`config.mk`:
```
export PLATFORM = sky130hd
export DESIGN_NAME = crc_checked_word_frame_receiver
export DESIGN_NICKNAME = d
export VERILOG_FILES = /design/src/rtl/cwfr_pkg.sv /design/src/rtl/crc_checked_word_frame_receiver.sv /design/src/rtl/cwfr_word_mem.sv /design/src/rtl/cwfr_parser.sv /design/src/rtl/cwfr_burst.sv
export SDC_FILE = /design/constraint.sdc
export NUM_CORES = 1
export LEC_CHECK = 0
export BUFFER_PORTS_ARGS = -buffer_cell sky130_fd_sc_hd__buf_2
export CORE_MARGIN = 2
export CORE_UTILIZATION = 56
export CTS_CLUSTER_SIZE = 25
export DETAILED_ROUTE_END_ITERATION = 6
export HOLD_SLACK_MARGIN = 0.02
export PLACE_DENSITY = 0.76
export RECOVER_POWER = 100
export SETUP_SLACK_MARGIN = 0.05
export SYNTH_ARGS = -nofsm -noshare
export SYNTH_HDL_FRONTEND = slang
export SYNTH_SLANG_ARGS = --single-unit
```
`constraint.sdc`:
```
create_clock -name clk_i -period 3.78 [get_ports clk_i]
set_input_delay 0 -clock clk_i [delete_from_list [all_inputs] [get_ports clk_i]]
set_output_delay 0 -clock clk_i [all_outputs]
set_load 0.01 [all_outputs]
```
`src/rtl/cwfr_pkg.sv`:
```
// Shared types, constants and the CRC-16 byte update for the checked word frame receiver.
// No dependencies; imported by every module under rtl/.
package cwfr_pkg;

  localparam int unsigned WORD_COUNT_DEF = 8;
  localparam logic [15:0] CRC_INIT       = 16'hFFFF;
  localparam logic [15:0] CRC_POLY       = 16'hA001;
  localparam logic [7:0]  PREAMBLE_RESET = 8'h10;

  typedef enum logic [1:0] {
    ST_GOOD     = 2'd0,
    ST_PREAMBLE = 2'd1,
    ST_CHECK    = 2'd2
  } cwfr_status_e;

  // end-of-frame event from the byte parser to the result sequencer
  typedef struct packed {
    logic         valid;
    cwfr_status_e status;
    logic         bank;
  } cwfr_frame_t;

  // reflected CRC-16, one byte, LSB first
  function automatic logic [15:0] cwfr_crc_byte(input logic [15:0] crc, input logic [7:0] b);
    logic [15:0] c;
    c = crc ^ {8'h00, b};
    for (int i = 0; i < 8; i++) begin
      c = c[0] ? ((c >> 1) ^ CRC_POLY) : (c >> 1);
    end
    return c;
  endfunction

endpackage

```
`src/rtl/crc_checked_word_frame_receiver.sv`:
```
// Top level of the CRC-16 checked word frame receiver: byte parser, two-bank word store
// and result sequencer. Depends on cwfr_pkg, cwfr_parser, cwfr_word_mem, cwfr_burst.
//
//  channel  dir  handshake                      payload
//  s_axis   in   s_axis_tvalid/s_axis_tready    tdata[7:0] data_byte; tuser frame_start
//  m_axis   out  m_axis_tvalid/m_axis_tready    tdata word_index, word_value; tuser status;
//                                               tlast last_result
//  cfg      in   cfg_we_i                       cfg_wdata_i expected_preamble
//
// One byte per cycle on the input while s_axis_tready is high. A good frame gives WORD_COUNT
// results at one per cycle while the output is not stalled; an error frame gives one result.
// Words are read from the store bank of the finished frame while the next frame fills the
// other bank; the last byte of a frame waits until the previous frame's results are issued.
// Output stalls back up through a two-entry buffer. Reset is immediate, no clearing pass.
module crc_checked_word_frame_receiver #(
  parameter int unsigned WORD_COUNT = cwfr_pkg::WORD_COUNT_DEF,
  parameter int unsigned IDX_W      = (WORD_COUNT > 1) ? $clog2(WORD_COUNT) : 1,
  parameter int unsigned TDATA_W    = ((IDX_W + 16 + 7) / 8) * 8
) (
  input  logic               clk_i,
  input  logic               rst_ni,
  input  logic               cfg_we_i,
  input  logic [7:0]         cfg_wdata_i,
  input  logic               s_axis_tvalid,
  output logic               s_axis_tready,
  input  logic [7:0]         s_axis_tdata,   // [7:0] data_byte
  input  logic               s_axis_tuser,   // [0] frame_start
  output logic               m_axis_tvalid,
  input  logic               m_axis_tready,
  output logic [TDATA_W-1:0] m_axis_tdata,   // word_index, then word_value, zero pad
  output logic [1:0]         m_axis_tuser,   // [1:0] frame_status
  output logic               m_axis_tlast
);
  import cwfr_pkg::*;

  localparam int unsigned ADDR_W = $clog2(2 * WORD_COUNT);

  cwfr_frame_t       frame;
  logic              busy;
  logic              mem_we, mem_re;
  logic [ADDR_W-1:0] mem_waddr, mem_raddr;
  logic [15:0]       mem_wdata, mem_rdata;

  cwfr_parser #(
    .WORD_COUNT (WORD_COUNT),
    .ADDR_W     (ADDR_W)
  ) u_parser (
    .clk_i         (clk_i),
    .rst_ni        (rst_ni),
    .cfg_we_i      (cfg_we_i),
    .cfg_wdata_i   (cfg_wdata_i),
    .s_axis_tvalid (s_axis_tvalid),
    .s_axis_tready (s_axis_tready),
    .s_axis_tdata  (s_axis_tdata),
    .s_axis_tuser  (s_axis_tuser),
    .busy_i        (busy),
    .mem_we_o      (mem_we),
    .mem_waddr_o   (mem_waddr),
    .mem_wdata_o   (mem_wdata),
    .frame_o       (frame)
  );

  cwfr_word_mem #(
    .WORD_COUNT (WORD_COUNT),
    .ADDR_W     (ADDR_W)
  ) u_mem (
    .clk_i   (clk_i),
    .we_i    (mem_we),
    .waddr_i (mem_waddr),
    .wdata_i (mem_wdata),
    .re_i    (mem_re),
    .raddr_i (mem_raddr),
    .rdata_o (mem_rdata)
  );

  cwfr_burst #(
    .WORD_COUNT (WORD_COUNT),
    .ADDR_W     (ADDR_W),
    .IDX_W      (IDX_W),
    .TDATA_W    (TDATA_W)
  ) u_burst (
    .clk_i         (clk_i),
    .rst_ni        (rst_ni),
    .frame_i       (frame),
    .busy_o        (busy),
    .mem_re_o      (mem_re),
    .mem_raddr_o   (mem_raddr),
    .mem_rdata_i   (mem_rdata),
    .m_axis_tvalid (m_axis_tvalid),
    .m_axis_tready (m_axis_tready),
    .m_axis_tdata  (m_axis_tdata),
    .m_axis_tuser  (m_axis_tuser),
    .m_axis_tlast  (m_axis_tlast)
  );

endmodule

```
`src/rtl/cwfr_word_mem.sv`:
```
// Two-bank word store: one write port, one read port, registered read data.
// Uses cwfr_pkg for the default word count.
module cwfr_word_mem #(
  parameter int unsigned WORD_COUNT = cwfr_pkg::WORD_COUNT_DEF,
  parameter int unsigned ADDR_W     = $clog2(2 * WORD_COUNT)
) (
  input  logic              clk_i,
  input  logic              we_i,
  input  logic [ADDR_W-1:0] waddr_i,
  input  logic [15:0]       wdata_i,
  input  logic              re_i,
  input  logic [ADDR_W-1:0] raddr_i,
  output logic [15:0]       rdata_o
);
  import cwfr_pkg::*;

  localparam int unsigned DEPTH = 2 * WORD_COUNT;

  logic [15:0] mem_q [DEPTH];
  logic [15:0] rdata_q;

  always_ff @(posedge clk_i) begin
    if (we_i) begin
      mem_q[waddr_i] <= wdata_i;
    end
  end

  always_ff @(posedge clk_i) begin
    if (re_i) begin
      rdata_q <= mem_q[raddr_i];
    end
  end

  assign rdata_o = rdata_q;

endmodule

```
`src/rtl/cwfr_parser.sv`:
```
// Byte parser: frame position, CRC, preamble and check bytes, word writes to the store.
// Uses cwfr_pkg (CRC function, status codes, frame event struct).
module cwfr_parser #(
  parameter int unsigned WORD_COUNT = cwfr_pkg::WORD_COUNT_DEF,
  parameter int unsigned ADDR_W     = $clog2(2 * WORD_COUNT)
) (
  input  logic                  clk_i,
  input  logic                  rst_ni,
  input  logic                  cfg_we_i,
  input  logic [7:0]            cfg_wdata_i,
  input  logic                  s_axis_tvalid,
  output logic                  s_axis_tready,
  input  logic [7:0]            s_axis_tdata,
  input  logic                  s_axis_tuser,
  input  logic                  busy_i,
  output logic                  mem_we_o,
  output logic [ADDR_W-1:0]     mem_waddr_o,
  output logic [15:0]           mem_wdata_o,
  output cwfr_pkg::cwfr_frame_t frame_o
);
  import cwfr_pkg::*;

  localparam int unsigned FRAME_BYTES = 2 * WORD_COUNT + 4;
  localparam int unsigned POS_W       = $clog2(FRAME_BYTES);
  localparam int unsigned IDX_W       = (WORD_COUNT > 1) ? $clog2(WORD_COUNT) : 1;
  localparam logic [POS_W-1:0] POS_PRE  = POS_W'(1);
  localparam logic [POS_W-1:0] POS_CHK  = POS_W'(FRAME_BYTES - 2);
  localparam logic [POS_W-1:0] POS_LAST = POS_W'(FRAME_BYTES - 1);

  logic [POS_W-1:0] pos_q, pos_d;
  logic [15:0]      crc_q, crc_d;
  logic             pbad_q, pbad_d;
  logic [7:0]       chk_q, chk_d;
  logic [7:0]       hi_q, hi_d;
  logic             bank_q, bank_d;
  logic [7:0]       pre_q, pre_d;

  logic             accept;
  logic [POS_W-1:0] pos;
  logic [POS_W-1:0] k;
  logic [IDX_W-1:0] widx;

  // last byte waits while the previous frame's results are still going out
  assign s_axis_tready = !(pos_q == POS_LAST && busy_i);
  assign accept        = s_axis_tvalid && s_axis_tready;
  assign pos           = s_axis_tuser ? '0 : pos_q;
  assign k             = pos - POS_W'(2);
  assign widx          = IDX_W'(k >> 1);

  assign mem_waddr_o = ADDR_W'(widx) + (bank_q ? ADDR_W'(WORD_COUNT) : '0);
  assign mem_wdata_o = {hi_q, s_axis_tdata};

  always_comb begin
    pos_d    = pos_q;
    crc_d    = crc_q;
    pbad_d   = pbad_q;
    chk_d    = chk_q;
    hi_d     = hi_q;
    bank_d   = bank_q;
    pre_d    = pre_q;
    mem_we_o = 1'b0;
    frame_o  = '0;
    if (cfg_we_i) begin
      pre_d = cfg_wdata_i;
    end
    if (accept) begin
      pos_d = (pos == POS_LAST) ? '0 : pos + POS_W'(1);
      if (pos == '0) begin
        crc_d  = CRC_INIT;
        pbad_d = 1'b0;
        chk_d  = '0;
      end else if (pos == POS_PRE) begin
        pbad_d = (s_axis_tdata != pre_q);
      end else if (pos < POS_CHK) begin
        if (!k[0]) begin
          hi_d = s_axis_tdata;
        end else begin
          mem_we_o = 1'b1;
        end
        crc_d = cwfr_crc_byte(crc_q, s_axis_tdata);
      end else if (pos == POS_CHK) begin
        chk_d = s_axis_tdata;
      end else begin
        frame_o.valid = 1'b1;
        frame_o.bank  = bank_q;
        if (pbad_q) begin
          frame_o.status = ST_PREAMBLE;
        end else if ({crc_q[7:0], crc_q[15:8]} != {chk_q, s_axis_tdata}) begin
          frame_o.status = ST_CHECK;
        end else begin
          frame_o.status = ST_GOOD;
          bank_d         = ~bank_q;  // good frame: its bank is now owned by the sequencer
        end
      end
    end
  end

  always_ff @(posedge clk_i or negedge rst_ni) begin
    if (!rst_ni) begin
      pos_q  <= '0;
      crc_q  <= CRC_INIT;
      pbad_q <= 1'b0;
      chk_q  <= '0;
      bank_q <= 1'b0;
      pre_q  <= PREAMBLE_RESET;
    end else begin
      pos_q  <= pos_d;
      crc_q  <= crc_d;
      pbad_q <= pbad_d;
      chk_q  <= chk_d;
      bank_q <= bank_d;
      pre_q  <= pre_d;
    end
  end

  always_ff @(posedge clk_i) begin
    hi_q <= hi_d;
  end

endmodule

```
`src/rtl/cwfr_burst.sv`:
```
// Result sequencer: reads a finished frame's words from the store and queues results
// in a two-entry output buffer. Uses cwfr_pkg (status codes, frame event struct).
module cwfr_burst #(
  parameter int unsigned WORD_COUNT = cwfr_pkg::WORD_COUNT_DEF,
  parameter int unsigned ADDR_W     = $clog2(2 * WORD_COUNT),
  parameter int unsigned IDX_W      = (WORD_COUNT > 1) ? $clog2(WORD_COUNT) : 1,
  parameter int unsigned TDATA_W    = ((IDX_W + 16 + 7) / 8) * 8
) (
  input  logic                  clk_i,
  input  logic                  rst_ni,
  input  cwfr_pkg::cwfr_frame_t frame_i,
  output logic                  busy_o,
  output logic                  mem_re_o,
  output logic [ADDR_W-1:0]     mem_raddr_o,
  input  logic [15:0]           mem_rdata_i,
  output logic                  m_axis_tvalid,
  input  logic                  m_axis_tready,
  output logic [TDATA_W-1:0]    m_axis_tdata,
  output logic [1:0]            m_axis_tuser,
  output logic                  m_axis_tlast
);
  import cwfr_pkg::*;

  localparam logic [IDX_W-1:0] IDX_LAST = IDX_W'(WORD_COUNT - 1);

  typedef struct packed {
    logic [IDX_W-1:0] idx;
    logic [15:0]      value;
    cwfr_status_e     status;
    logic             last;
  } res_t;

  logic             act_q;
  cwfr_status_e     st_q;
  logic             bank_q;
  logic [IDX_W-1:0] idx_q;

  logic             pend_q;
  res_t             pend_res_q;

  res_t             fifo_q [2];
  logic             wptr_q, rptr_q;
  logic [1:0]       cnt_q;

  logic             pop, issue, issue_last;
  logic [1:0]       occ;
  res_t             push_res;

  assign pop        = m_axis_tvalid && m_axis_tready;
  assign occ        = cnt_q + {1'b0, pend_q};
  assign issue      = act_q && (occ < 2'd2 || (occ == 2'd2 && pop));
  assign issue_last = (st_q != ST_GOOD) || (idx_q == IDX_LAST);

  assign busy_o      = act_q;
  assign mem_re_o    = issue && (st_q == ST_GOOD);
  assign mem_raddr_o = ADDR_W'(idx_q) + (bank_q ? ADDR_W'(WORD_COUNT) : '0);

  always_comb begin
    push_res       = pend_res_q;
    push_res.value = (pend_res_q.status == ST_GOOD) ? mem_rdata_i : '0;
  end

  always_ff @(posedge clk_i or negedge rst_ni) begin
    if (!rst_ni) begin
      act_q  <= 1'b0;
      st_q   <= ST_GOOD;
      bank_q <= 1'b0;
      idx_q  <= '0;
      pend_q <= 1'b0;
      wptr_q <= 1'b0;
      rptr_q <= 1'b0;
      cnt_q  <= '0;
    end else begin
      pend_q <= issue;
      if (frame_i.valid) begin
        act_q  <= 1'b1;
        st_q   <= frame_i.status;
        bank_q <= frame_i.bank;
        idx_q  <= '0;
      end else if (issue) begin
        if (issue_last) begin
          act_q <= 1'b0;
        end else begin
          idx_q <= idx_q + IDX_W'(1);
        end
      end
      if (pend_q) begin
        wptr_q <= ~wptr_q;
      end
      if (pop) begin
        rptr_q <= ~rptr_q;
      end
      cnt_q <= cnt_q + {1'b0, pend_q} - {1'b0, pop};
    end
  end

  always_ff @(posedge clk_i) begin
    if (issue) begin
      pend_res_q.idx    <= (st_q == ST_GOOD) ? idx_q : '0;
      pend_res_q.value  <= '0;
      pend_res_q.status <= st_q;
      pend_res_q.last   <= issue_last;
    end
    if (pend_q) begin
      fifo_q[wptr_q] <= push_res;
    end
  end

  assign m_axis_tvalid = (cnt_q != 2'd0);
  assign m_axis_tdata  = TDATA_W'({fifo_q[rptr_q].value, fifo_q[rptr_q].idx});
  assign m_axis_tuser  = fifo_q[rptr_q].status;
  assign m_axis_tlast  = fifo_q[rptr_q].last;

  a_no_frame_while_busy: assert property (@(posedge clk_i) disable iff (!rst_ni)
    frame_i.valid |-> !act_q)
    else $error("frame event while sequencer busy");

  a_buffer_bound: assert property (@(posedge clk_i) disable iff (!rst_ni)
    (cnt_q + {1'b0, pend_q}) <= 2'd2)
    else $error("output buffer overrun");

  a_last_ends_burst: assert property (@(posedge clk_i) disable iff (!rst_ni)
    issue && issue_last |=> !act_q || $past(frame_i.valid))
    else $error("burst continues after last result");

  a_error_single: assert property (@(posedge clk_i) disable iff (!rst_ni)
    issue && (st_q != ST_GOOD) |-> issue_last && !mem_re_o)
    else $error("error result must be single and read nothing");

endmodule
```
# After elaboration in Yosys (flattened, before gate mapping)
# Memory sizes are Yosys's and may differ from the RTL's. A register that Yosys moved wholly into a read port is not among the register bits.
# Cells that the tools add are included.
[totals] register_bits=65 ramBits=300 input_bits=22 output_inout_bits=29 elab_cells=129 n_memories=2
[op_classes] addsub=7 order_cmp=2 n_eq_ne=11 n_mux=44 bitwise_logic=19 n_reduce_logical=26
[memory_table] memory="u_mem.mem_q" words=16 width=16 read_ports=1 rd_ports_with_merged_regs=1 wr=1 line="cwfr_word_mem.sv:19" rtl="logic [15:0] mem_q [DEPTH];"
[memory_table] memory="u_burst.fifo_q" words=2 width=22 read_ports=1 rd_ports_with_merged_regs=0 wr=1 line="cwfr_burst.sv:41" rtl="res_t fifo_q [2];"
[ops] cell="$mux 16" n=12
[ops] cell="$mux 8" n=4
[ops] cell="$mux 4" n=7
[ops] cell="$not 2->3" n=8
[ops] cell="$ne 16x16->1" n=1
[ops] cell="$xor 16x8->16" n=1
[ops] cell="$eq 5x5->1 const B" n=3
[ops] cell="$mux 1" n=14
[ops] cell="$reduce_bool 2->1" n=7
[ops] cell="$mux 5" n=2
[ops] cell="$not 1->1" n=10
[ops] cell="$mux 3" n=3
[ops] cell="$add 3x4->4" n=2
[ops] cell="$ne 8x8->1" n=1
[ops] cell="$reduce_and 7->1" n=1
[ops] cell="$logic_and 1x1->1" n=6
[ops] cell="$reduce_and 2->1" n=3
[ops] cell="$add 5x1->5 const B" n=1
[ops] cell="$eq 5x1->1 const B" n=1
[ops] cell="$logic_not 5->1" n=1
[ops] cell="$lt 5x5->1 const B" n=1
[ops] cell="$reduce_and 5->1" n=1
[ops] cell="$logic_not 2->1" n=2
[ops] cell="$mux 2" n=2
[ops] cell="other kinds (13)" n=15

# Depth between registers and ports, before layout
# Gate-level depths: netlist (run 1).
[logic_depth] word_depth=20 depth_mapped=9 mapped_depth_nobuf=7

# Modules after synthesis
# From an unflattened synthesis (run 1), not the netlist that was laid out.
[unflattened] hier_cells=802 hier_area_um2=15282.2
[by_module_without_submodules] mod="cwfr_word_mem" instances=1 cells_per_inst=432 area_each_um2=10202.3 seq_area_each_um2=8167.8
[by_module_without_submodules] mod="cwfr_parser" instances=1 cells_per_inst=217 area_each_um2=2552.4 seq_area_each_um2=1237.4
[by_module_without_submodules] mod="cwfr_burst" instances=1 cells_per_inst=153 area_each_um2=2527.4 seq_area_each_um2=1801.7

# Worst setup path before layout (run 1)
# OpenSTA, ideal clock, no wires.
[synth_timing] kind="register to register" startpoint="reg u_parser.pos_q[1]" endpoint="mem u_mem.mem_q[0][0] (enable)" setup_ps=430 t_arrival_ps=3485 t_required_ps=3350 setup_slack_ps=-136 path_stages_with_launch=9 path_buffers=1 synth_period_minus_slack_ps=3916 path_cell_list="dfrtp_1 > buf_2 > nor2b_1 > inv_1 > ha_1 > or2_2 > a221oi_4 > nand4b_1 > nor4_1"
[synth_via] elab_chain_cells=8 elab_cells_between_ends=16 classes_between="2 x add/sub; 1 x order compare; 2 x eq/ne; 7 x mux; 4 x reduce/logical"
[synth_rtl] element="from (decl)" line="cwfr_parser.sv:30" rtl="logic [POS_W-1:0] pos_q, pos_d;"
[synth_rtl] element="from (signal assigned)" line="cwfr_parser.sv:107" rtl="pos_q <= pos_d;"
[synth_rtl] element="$mux 5" line="cwfr_parser.sv:46" rtl="assign pos = s_axis_tuser ? '0 : pos_q;"
[synth_rtl] element="$lt 5x5->1" line="cwfr_parser.sv:74" rtl="end else if (pos < POS_CHK) begin"
[synth_rtl] element="$mux 1" line="cwfr_parser.sv:74"
[synth_rtl] element="$mux 1" line="cwfr_parser.sv:72" rtl="end else if (pos == POS_PRE) begin"
[synth_rtl] element="$mux 1" line="cwfr_parser.sv:68" rtl="if (pos == '0) begin"
[synth_rtl] element="$mux 1" line="cwfr_parser.sv:66" rtl="if (accept) begin"
[synth_rtl] element="$mux 1" line="cwfr_word_mem.sv:23" rtl="if (we_i) begin"
[synth_rtl] element="$mux 1 (not written as such)" line="cwfr_word_mem.sv:24" rtl="mem_q[waddr_i] <= wdata_i;"
[synth_rtl] element="to (decl)" line="cwfr_word_mem.sv:19"
# Several ways; a longest one is shown, not always the timed one.

# Final worst setup path (run 1)
[layout_timing] startpoint="reg u_burst.idx_q[1]" endpoint="reg u_mem.rdata_q[11] (netlist: u_mem.rdata_o[11]) (read register of u_mem.mem_q) (data pin)"
[layout_via] elab_chain_cells=1
[layout_rtl] element="from (decl)" line="cwfr_burst.sv:36" rtl="logic [IDX_W-1:0] idx_q;"
[layout_rtl] element="from (signal assigned)" line="cwfr_burst.sv:84" rtl="idx_q <= idx_q + IDX_W'(1);"
[layout_rtl] element="$add 3x4->4" line="cwfr_burst.sv:56" rtl="assign mem_raddr_o = ADDR_W'(idx_q) + (bank_q ? ADDR_W'(WORD_COUNT) : '0);"
[layout_rtl] element="to (decl)" line="cwfr_word_mem.sv:20" rtl="logic [15:0] rdata_q;"
# Every way passes these cells.
# A chain may end at the register's enable or synchronous reset.

==> reports/summary.txt, run 1 <==
================================================================================
CTS HTree Levels ..................................................            2
Setup skew after layout ...........................................   0.01245 ns
FP Rows ...........................................................           60
Worst-case register-to-register setup slack .......................      0.43 ns
Clock latency at the later pin of the worst-skew pair .............      0.52 ns
Synth cell types ..................................................           43
Worst min path class ..............................................       in2reg
Cell Pwr Density .................................................. 672.7 nW/um^2
Number of maximum-capacitance constraint violations ...............            2
Sequential power share ............................................        47.0%
Reg-to-Reg Start .................................................. u_burst.idx_q[1]$_DFFE_PN0P_
Tightest Pin Transition ...........................................     2.142 ns
Worst-path fanout max .............................................           23
Detailed-route wire length ........................................     30.73 mm
Number of global-route vias before repair .........................         7659
Worst voltage drop across the vdd grid ............................  0.0005310 V
Worst-path clk slew ...............................................      0.06 ns
Most numerous cell on the critical path ...........................       mux4_2
Critical path's top delay family ..................................   flip-flops
CTS sink cnt ......................................................          381
Data arrival at the endpoint of the critical path .................      3.60 ns
First-pass GRT wire length ........................................     46.89 mm
Maximum number of pins on one net before global-route repair ......           43
I/O Buffers .......................................................           45
Final setup vio count .............................................            0
Share of the cycle needed by the critical path after routing ......       88.62%
Combinational group share of total power ..........................        21.3%
CP Data Required Time .............................................      4.03 ns
Overall power of the completed layout .............................     11.62 mW
Fin. Hold Viols ...................................................            0
Total number of vias ..............................................         7604
Post-route worst hold slack .......................................    0.3452 ns
Leakage ...........................................................     5.626 nW
First drt pass iteration count ....................................            6
Effective utilization at floorplan ................................       56.63%
Post-synth design cell area .......................................   15140 um^2
Share of synthesized area occupied by flip-flops and latches ......       74.04%
Outcome ........................................................... finished, violations left
Antenna Diode Count ...............................................            0
Switching component of the power ..................................     3.152 mW
Worst rel slew slack ..............................................      -42.83%
Violations in the final reports ................................... max-capacitance violations, max-slew violations
Residual overflow from global routing .............................            0
Cell-internal power ...............................................     8.472 mW
Synth Area per Inst ...............................................   19.50 um^2
DR WL/cell ........................................................     24.64 um
Number of cells on the worst reg-to-reg path ......................            3
DRC violations left ...............................................            0
Logic depth of the worst path, buffers included ...................            3
Slowest cell delay on critical path ...............................      1.02 ns
CP Launch Point ................................................... u_burst.idx_q[1]$_DFFE_PN0P_
First DRT Iteration DRCs ..........................................          749
Clk Tree Root Cell ................................................    clkbuf_16
Overall Global Routing Usage ......................................       22.43%
Count of antenna-violating nets left after detailed routing .......            0
GP Congestion .....................................................       0.8489
Cts bufs inserted .................................................           37
Category of the worst setup path capture point ....................     register
Final Max Tran Viols ..............................................           63
Startpoint types ..................................................     register
Switching Fraction ................................................       27.12%
Critical path endpoint ............................................ u_mem.rdata_o[11]$_DFFE_PP_
Number of buffers and inverters on the critical path ..............            1
Number of warnings reported in the yosys synthesis log ............            0
Number of gates given a new drive strength after cts ..............            0
Crit-path slowest cell ............................................      dfrtp_1
Fraction of layout cells with a size suffix above 1 ...............       25.06%
Clk pwr share .....................................................        31.7%
Maximum buffer depth of the clock tree ............................            3
Yosys reg bits ....................................................          381
TritonCTS clock tree ..............................................         done
WHS Path Cells ....................................................            3
Synth Instances ...................................................          776
Number of nets in the finished design .............................          908
Cells along the critical path ..................................... clkbuf_1 > mux4_2 > mux4_2
DIE WIDTH .........................................................     168.4 um
Leading cell type in the layout, fill and taps excluded ...........     edfxtp_1
Top library cells by usage in the layout, fill and taps aside ..... 330 x edfxtp_1, 80 x mux4_2, 44 x clkbuf_1
Unrepaired setup endpoints after global routing ...................        false
Total negative setup slack ........................................         0 ns
Die Footprint .....................................................   28360 um^2
CORE AREA .........................................................   26730 um^2
Final Critical Period .............................................     3.350 ns
Final HPWL from detailed placement ................................     18.99 mm
Achievable Freq ...................................................    298.5 MHz
P&R area growth vs syn ............................................       14.16%
End of the worst register-to-register path ........................ u_mem.rdata_o[11]$_DFFE_PP_
Post-detailed-route via-to-cell ratio .............................        6.098
Vertical extent of the die ........................................     168.4 um
Number of antenna violations at the first check in global routing .            1
Kind of critical path .............................................      reg2reg
IO Count ..........................................................           51
================================================================================
## metal layers
| layer | GRT usage, % | share of wire (%) | vias up |
|---|---|---|---|
| li1 | - | - | 3267 |
| met1 | 31.29 | 41 | 3927 |
| met2 | 36.16 | 48 | 357 |
| met3 | 4.067 | 7.6 | 53 |
| met4 | 8.096 | 3.4 | 0 |
| met5 | 0 | 0 | - |
## flip-flops by register name (all words and copies together) (netlist names), 2 cells and up
register and cells:
u_mem.mem_q 256, u_burst.idx_q 3, u_parser.pos_q 5, u_parser.crc_q 16, u_burst.pend_res_q 6, u_parser.hi_q 8
u_parser.chk_q 8, u_parser.pre_q 8, u_mem.rdata_o 16, u_burst.cnt_q 2, u_burst.fifo_q 44, u_burst.st_q 2
## logic make-up after synthesis
kind of cell / Yosys count / synth area share, %
AO/OA/AOI/OAI: 51 / 2.273
XOR/XNOR: 51 / 3.141
adder cells (fa/ha/maj): 8 / 0.6613
buffers and inverters: 48 / 1.389
flip-flops: 381 / 74.04
multiplexers: 112 / 14.28
other: 1 / 0.02478
AND/OR/NAND/NOR: 124 / 4.183
## power by group through the flow
| stage | logic [mW] | registers (mW) | clock network (mW) |
|---|---|---|---|
| 2_1_floorplan | 2.03 | 5.22 | 0 |
| 3_3_place_gp | 2.39 | 5.53 | 0 |
| 3_5_place_dp | 2.46 | 5.56 | 0 |
| 4_1_cts | 2.52 | 5.48 | 3.74 |
| 5_1_grt | 2.67 | 5.53 | 3.90 |
| 6_report | 2.48 | 5.46 | 3.68 |
## cell usage after synthesis
library cell / n / area share (%)
clkbuf_1: 18 / 0.45
and2_1: 23 / 0.95
xor2_1: 23 / 1.3
o221a_2: 1 / 0.074
nand3b_1: 2 / 0.099
nand3_1: 6 / 0.20
nor2_1: 30 / 0.74
mux4_2: 80 / 12
or2_0: 1 / 0.041
xnor3_1: 1 / 0.15
mux2_2: 32 / 2.4
a221oi_4: 1 / 0.17
nand4b_1: 2 / 0.12
xnor3_2: 1 / 0.16
a31oi_1: 6 / 0.25
o22a_1: 8 / 0.46
a21o_1: 2 / 0.099
o21ai_2: 1 / 0.058
buf_1: 7 / 0.17
ha_1: 8 / 0.66
conb_1: 1 / 0.025
or2_2: 4 / 0.17
nor3_1: 7 / 0.23
or3_1: 2 / 0.083
nor4_1: 9 / 0.37
edfxtp_1: 330 / 65
dfrtp_1: 34 / 5.6
nand4_1: 7 / 0.29
inv_1: 9 / 0.22
o21ai_0: 16 / 0.53
buf_2: 9 / 0.30
nor2b_1: 5 / 0.21
dfstp_2: 17 / 3.0
a221oi_1: 1 / 0.058
buf_4: 5 / 0.25
and2b_1: 1 / 0.050
a21oi_1: 11 / 0.36
xnor2_1: 26 / 1.5
a221o_1: 1 / 0.066
nand2b_1: 1 / 0.041
nand2_1: 24 / 0.60
o22ai_1: 2 / 0.083
o2bb2ai_1: 1 / 0.058
## worst min-delay path: stages
cell	delay, ns
dlygate4sd3_1	0.52
buf_2	0.19
a31oi_1	0.11
## metrics by stage
stage / utilization (%) / area, um^2 / cells / setup slack [ns]
2_1_floorplan: - / 15180 / 780 / 0.3239
3_3_place_gp: 59.45 / 15890 / 1151 / 0.7619
3_5_place_dp: 59.45 / 15890 / 1151 / 0.6590
4_1_cts: 65.07 / 17390 / 1247 / 0.6279
5_1_grt: 64.65 / 17280 / 1247 / 0.2351
6_report: 64.65 / 17280 / 1247 / 0.4302
## worst min-delay path by stage
stage | from | end
floorplan | rst_ni | u_burst.bank_q$_DFFE_PN0N_
CTS | rst_ni | u_parser.pos_q[0]$_DFFE_PN0P_
global route | s_axis_tvalid | u_parser.pos_q[3]$_DFFE_PN0P_
detailed placement | rst_ni | u_burst.cnt_q[1]$_DFF_PN0_
finish | s_axis_tvalid | u_parser.pos_q[1]$_DFFE_PN0P_
global placement | rst_ni | u_burst.cnt_q[0]$_DFF_PN0_
## cell type report
cell class / instances / area, um^2
inverters: 9 / 33.78
flip-flops and latches: 381 / 11210
multi-input cells: 351 / 3775
repair buffers: 98 / 620.6
clock inverters: 21 / 242.7
clock buffers: 46 / 969.7
fillers: 1757 / 9447
well taps: 341 / 426.7
## what timing repair did
action                     CTS  global route
setup endpoints to repair    0             0
hold buffers                29             0
buffers inserted             0             0
hold endpoints to repair   188             0
Power figures use the tool's default switching activity.
==> inputs of run 2 (changes only) <==
--- a/config.mk
+++ b/config.mk
@@ -13,6 +13,7 @@
 export HOLD_SLACK_MARGIN = 0.02
 export PLACE_DENSITY = 0.76
 export RECOVER_POWER = 100
+export REMOVE_ABC_BUFFERS = 1
 export SETUP_SLACK_MARGIN = 0.05
 export SYNTH_ARGS = -nofsm -noshare
 export SYNTH_HDL_FRONTEND = slang
==> run 2 against run 1 <==
Compared with the run above: sequential power is essentially flat; clock power shrank 1%; via count grew 0.49%; flip-flop and latch count is the same; register-to-register slack lost 0.04 ns; cell count is essentially flat; clock skew grew 0.00053 ns; routed wire length grew 1.1%; non-clock buffer count is the same; highest routed layer unchanged; the flow still finishes with violations (max-capacitance violations, max-slew violations); count of clock-buffer cells in the layout grew 5; die area is the same.
==> reports/summary.txt, run 2 (synthesis gave the netlist of run 1 again) <==
================================================================================
Number of flip-flops under the largest register name ..............          256
Largest registers ................................................. u_mem.mem_q (256), u_burst.fifo_q (44)
DR WL/cell ........................................................     24.91 um
Worst rel slew slack ..............................................      -35.96%
DIE WIDTH .........................................................     168.4 um
Outcome ........................................................... finished, violations left
Cts bufs inserted .................................................           38
CTS HTree Levels ..................................................            2
Share of the cycle needed by the critical path after routing ......       89.64%
Number of gates given a new drive strength after cts ..............            0
Final Critical Period .............................................     3.388 ns
Tightest Pin Transition ...........................................     2.039 ns
P&R area growth vs syn ............................................       13.83%
Data arrival at the endpoint of the critical path .................      3.63 ns
CORE AREA .........................................................   26730 um^2
Worst-path fanout max .............................................           43
Unrepaired setup endpoints after global routing ...................        false
Fraction of layout cells with a size suffix above 1 ...............       25.14%
Post-detailed-route via-to-cell ratio .............................        6.123
Setup skew after layout ...........................................   0.01298 ns
Clk Tree Root Cell ................................................    clkbuf_16
Category of the worst setup path capture point ....................     register
Kind of critical path .............................................      reg2reg
Top library cells by usage in the layout, fill and taps aside ..... 330 x edfxtp_1, 80 x mux4_2, 41 x clkbuf_1
Worst-path clk slew ...............................................      0.06 ns
Number of buffers inserted to repair setup after CTS ..............            0
Most numerous cell on the critical path ...........................       mux4_2
Number of buffers inserted by hold repair at cts ..................           29
CTS sink cnt ......................................................          381
Number of antenna violations at the first check in global routing .            0
Startpoint types ..................................................     register
Worst voltage drop across the vdd grid ............................  0.0004675 V
First DRT Iteration DRCs ..........................................          884
Count of antenna-violating nets left after detailed routing .......            0
Vertical extent of the die ........................................     168.4 um
DRC violations left ...............................................            0
Final HPWL from detailed placement ................................     18.93 mm
Core occupancy in the finished layout .............................       64.47%
Cell Pwr Density .................................................. 673.1 nW/um^2
First drt pass iteration count ....................................            5
Die Footprint .....................................................   28360 um^2
Detailed-route wire length ........................................     31.09 mm
Total number of vias ..............................................         7641
Clock latency at the later pin of the worst-skew pair .............      0.52 ns
Critical path's top delay family ..................................   flip-flops
GP Congestion .....................................................       0.9076
Cells along the critical path ..................................... buf_4 > mux4_2 > mux4_2
Violations in the final reports ................................... max-capacitance violations, max-slew violations
FP Rows ...........................................................           60
Number of buffers and inverters on the critical path ..............            1
Maximum buffer depth of the clock tree ............................            3
Number of maximum-capacitance constraint violations ...............            3
Maximum number of pins on one net before global-route repair ......           52
Achievable Freq ...................................................    295.1 MHz
I/O Buffers .......................................................           45
Final Max Tran Viols ..............................................           87
TritonCTS clock tree ..............................................         done
Number of nets in the finished design .............................          909
Fin. Hold Viols ...................................................            0
Leakage ...........................................................     5.638 nW
Reg with most FFs .................................................  u_mem.mem_q
Fillcell total ....................................................         1752
Worst min path class ..............................................     in2async
CP Data Required Time .............................................      4.02 ns
Crit-path slowest cell ............................................      dfrtp_1
IO Count ..........................................................           51
Leading cell type in the layout, fill and taps excluded ...........     edfxtp_1
Residual overflow from global routing .............................            0
Slowest cell delay on critical path ...............................      1.71 ns
Overall Global Routing Usage ......................................       22.66%
Antenna Diode Count ...............................................            0
Final setup vio count .............................................            0
Total negative setup slack ........................................         0 ns
First-pass GRT wire length ........................................     47.40 mm
Number of global-route vias before repair .........................         7747
Effective utilization at floorplan ................................       56.63%
================================================================================
==> run 2: cell count changes in the layout (fill, tap and decap cells not counted), moves of 2 or more <==
cell and change:
clkbuf_2 +7, buf_4 -6, clkbuf_8 +4, bufinv_16 -3, clkbuf_1 -3, nor4_4 -3, clkbuf_16 +2, clkinv_1 +2
clkinvlp_4 -2, nor4_2 +2
==> run 2: final timing paths <==
path / start / endpoint / slack [ns] / cells after the start
setup / recovery: u_burst.idx_q[1]$_DFFE_PN0P_ / u_mem.rdata_o[9]$_DFFE_PP_ / 0.39 / 3
hold / removal: rst_ni / u_burst.cnt_q[0]$_DFF_PN0_ / 0.27 / 2
setup reg to reg: u_burst.idx_q[1]$_DFFE_PN0P_ / u_mem.rdata_o[9]$_DFFE_PP_ / 0.39 / 3
hold reg to reg: u_burst.pend_res_q[0]$_DFFE_PP_ / u_burst.fifo_q[1][0]$_DFFE_PP_ / 0.45 / 0
max in group asynchronous: rst_ni / u_burst.idx_q[0]$_DFFE_PN0P_ / 2.65 / 2
min in group clk_i: s_axis_tvalid / u_parser.pos_q[1]$_DFFE_PN0P_ / 0.39 / 3
==> run 2: routing by layer <==
metal | vias to the layer above | share of wire [%] | track usage [%]
met5 | - | 0 | 0
met4 | 0 | 2.5 | 5.960
met3 | 59 | 7.4 | 4.020
met2 | 348 | 50 | 37.16
met1 | 3958 | 40 | 32.12
li1 | 3276 | - | -
==> run 2: power by group <==
group	switching (mW)	total (mW)	internal, mW	leakage (nW)
clock	1.50	3.63	2.13	0.601
sequential	0.506	5.48	4.97	3.58
combinational	1.15	2.49	1.34	1.45
==> run 2: cell type report <==
class | count | area (um^2) | share of cell area [%]
inverter | 9 | 33.78 | 0.1961
clock inverter | 17 | 136.4 | 0.7916
multi-input combinational | 351 | 3742 | 21.72
timing repair buffer | 98 | 608.1 | 3.529
sequential | 381 | 11210 | 65.07
clock buffer | 51 | 1071 | 6.216
tap | 341 | 426.7 | 2.476
==> run 2: stage by stage <==
step                      instance area, um^2  power, mW  hold slack [ns]  worst slack (ns)  std cells
after floorplan                         14970      7.251          -0.2956           -0.2057        741
after global placement                  15850      7.894           0.2357            0.8238       1151
after detailed placement                15850      8.026           0.2438            0.6812       1151
after CTS                               17350      11.68           0.2961            0.6522       1248
after global routing                    17230      12.05           0.3968            0.2240       1248
final                                   17230      11.60           0.2719            0.3917       1248
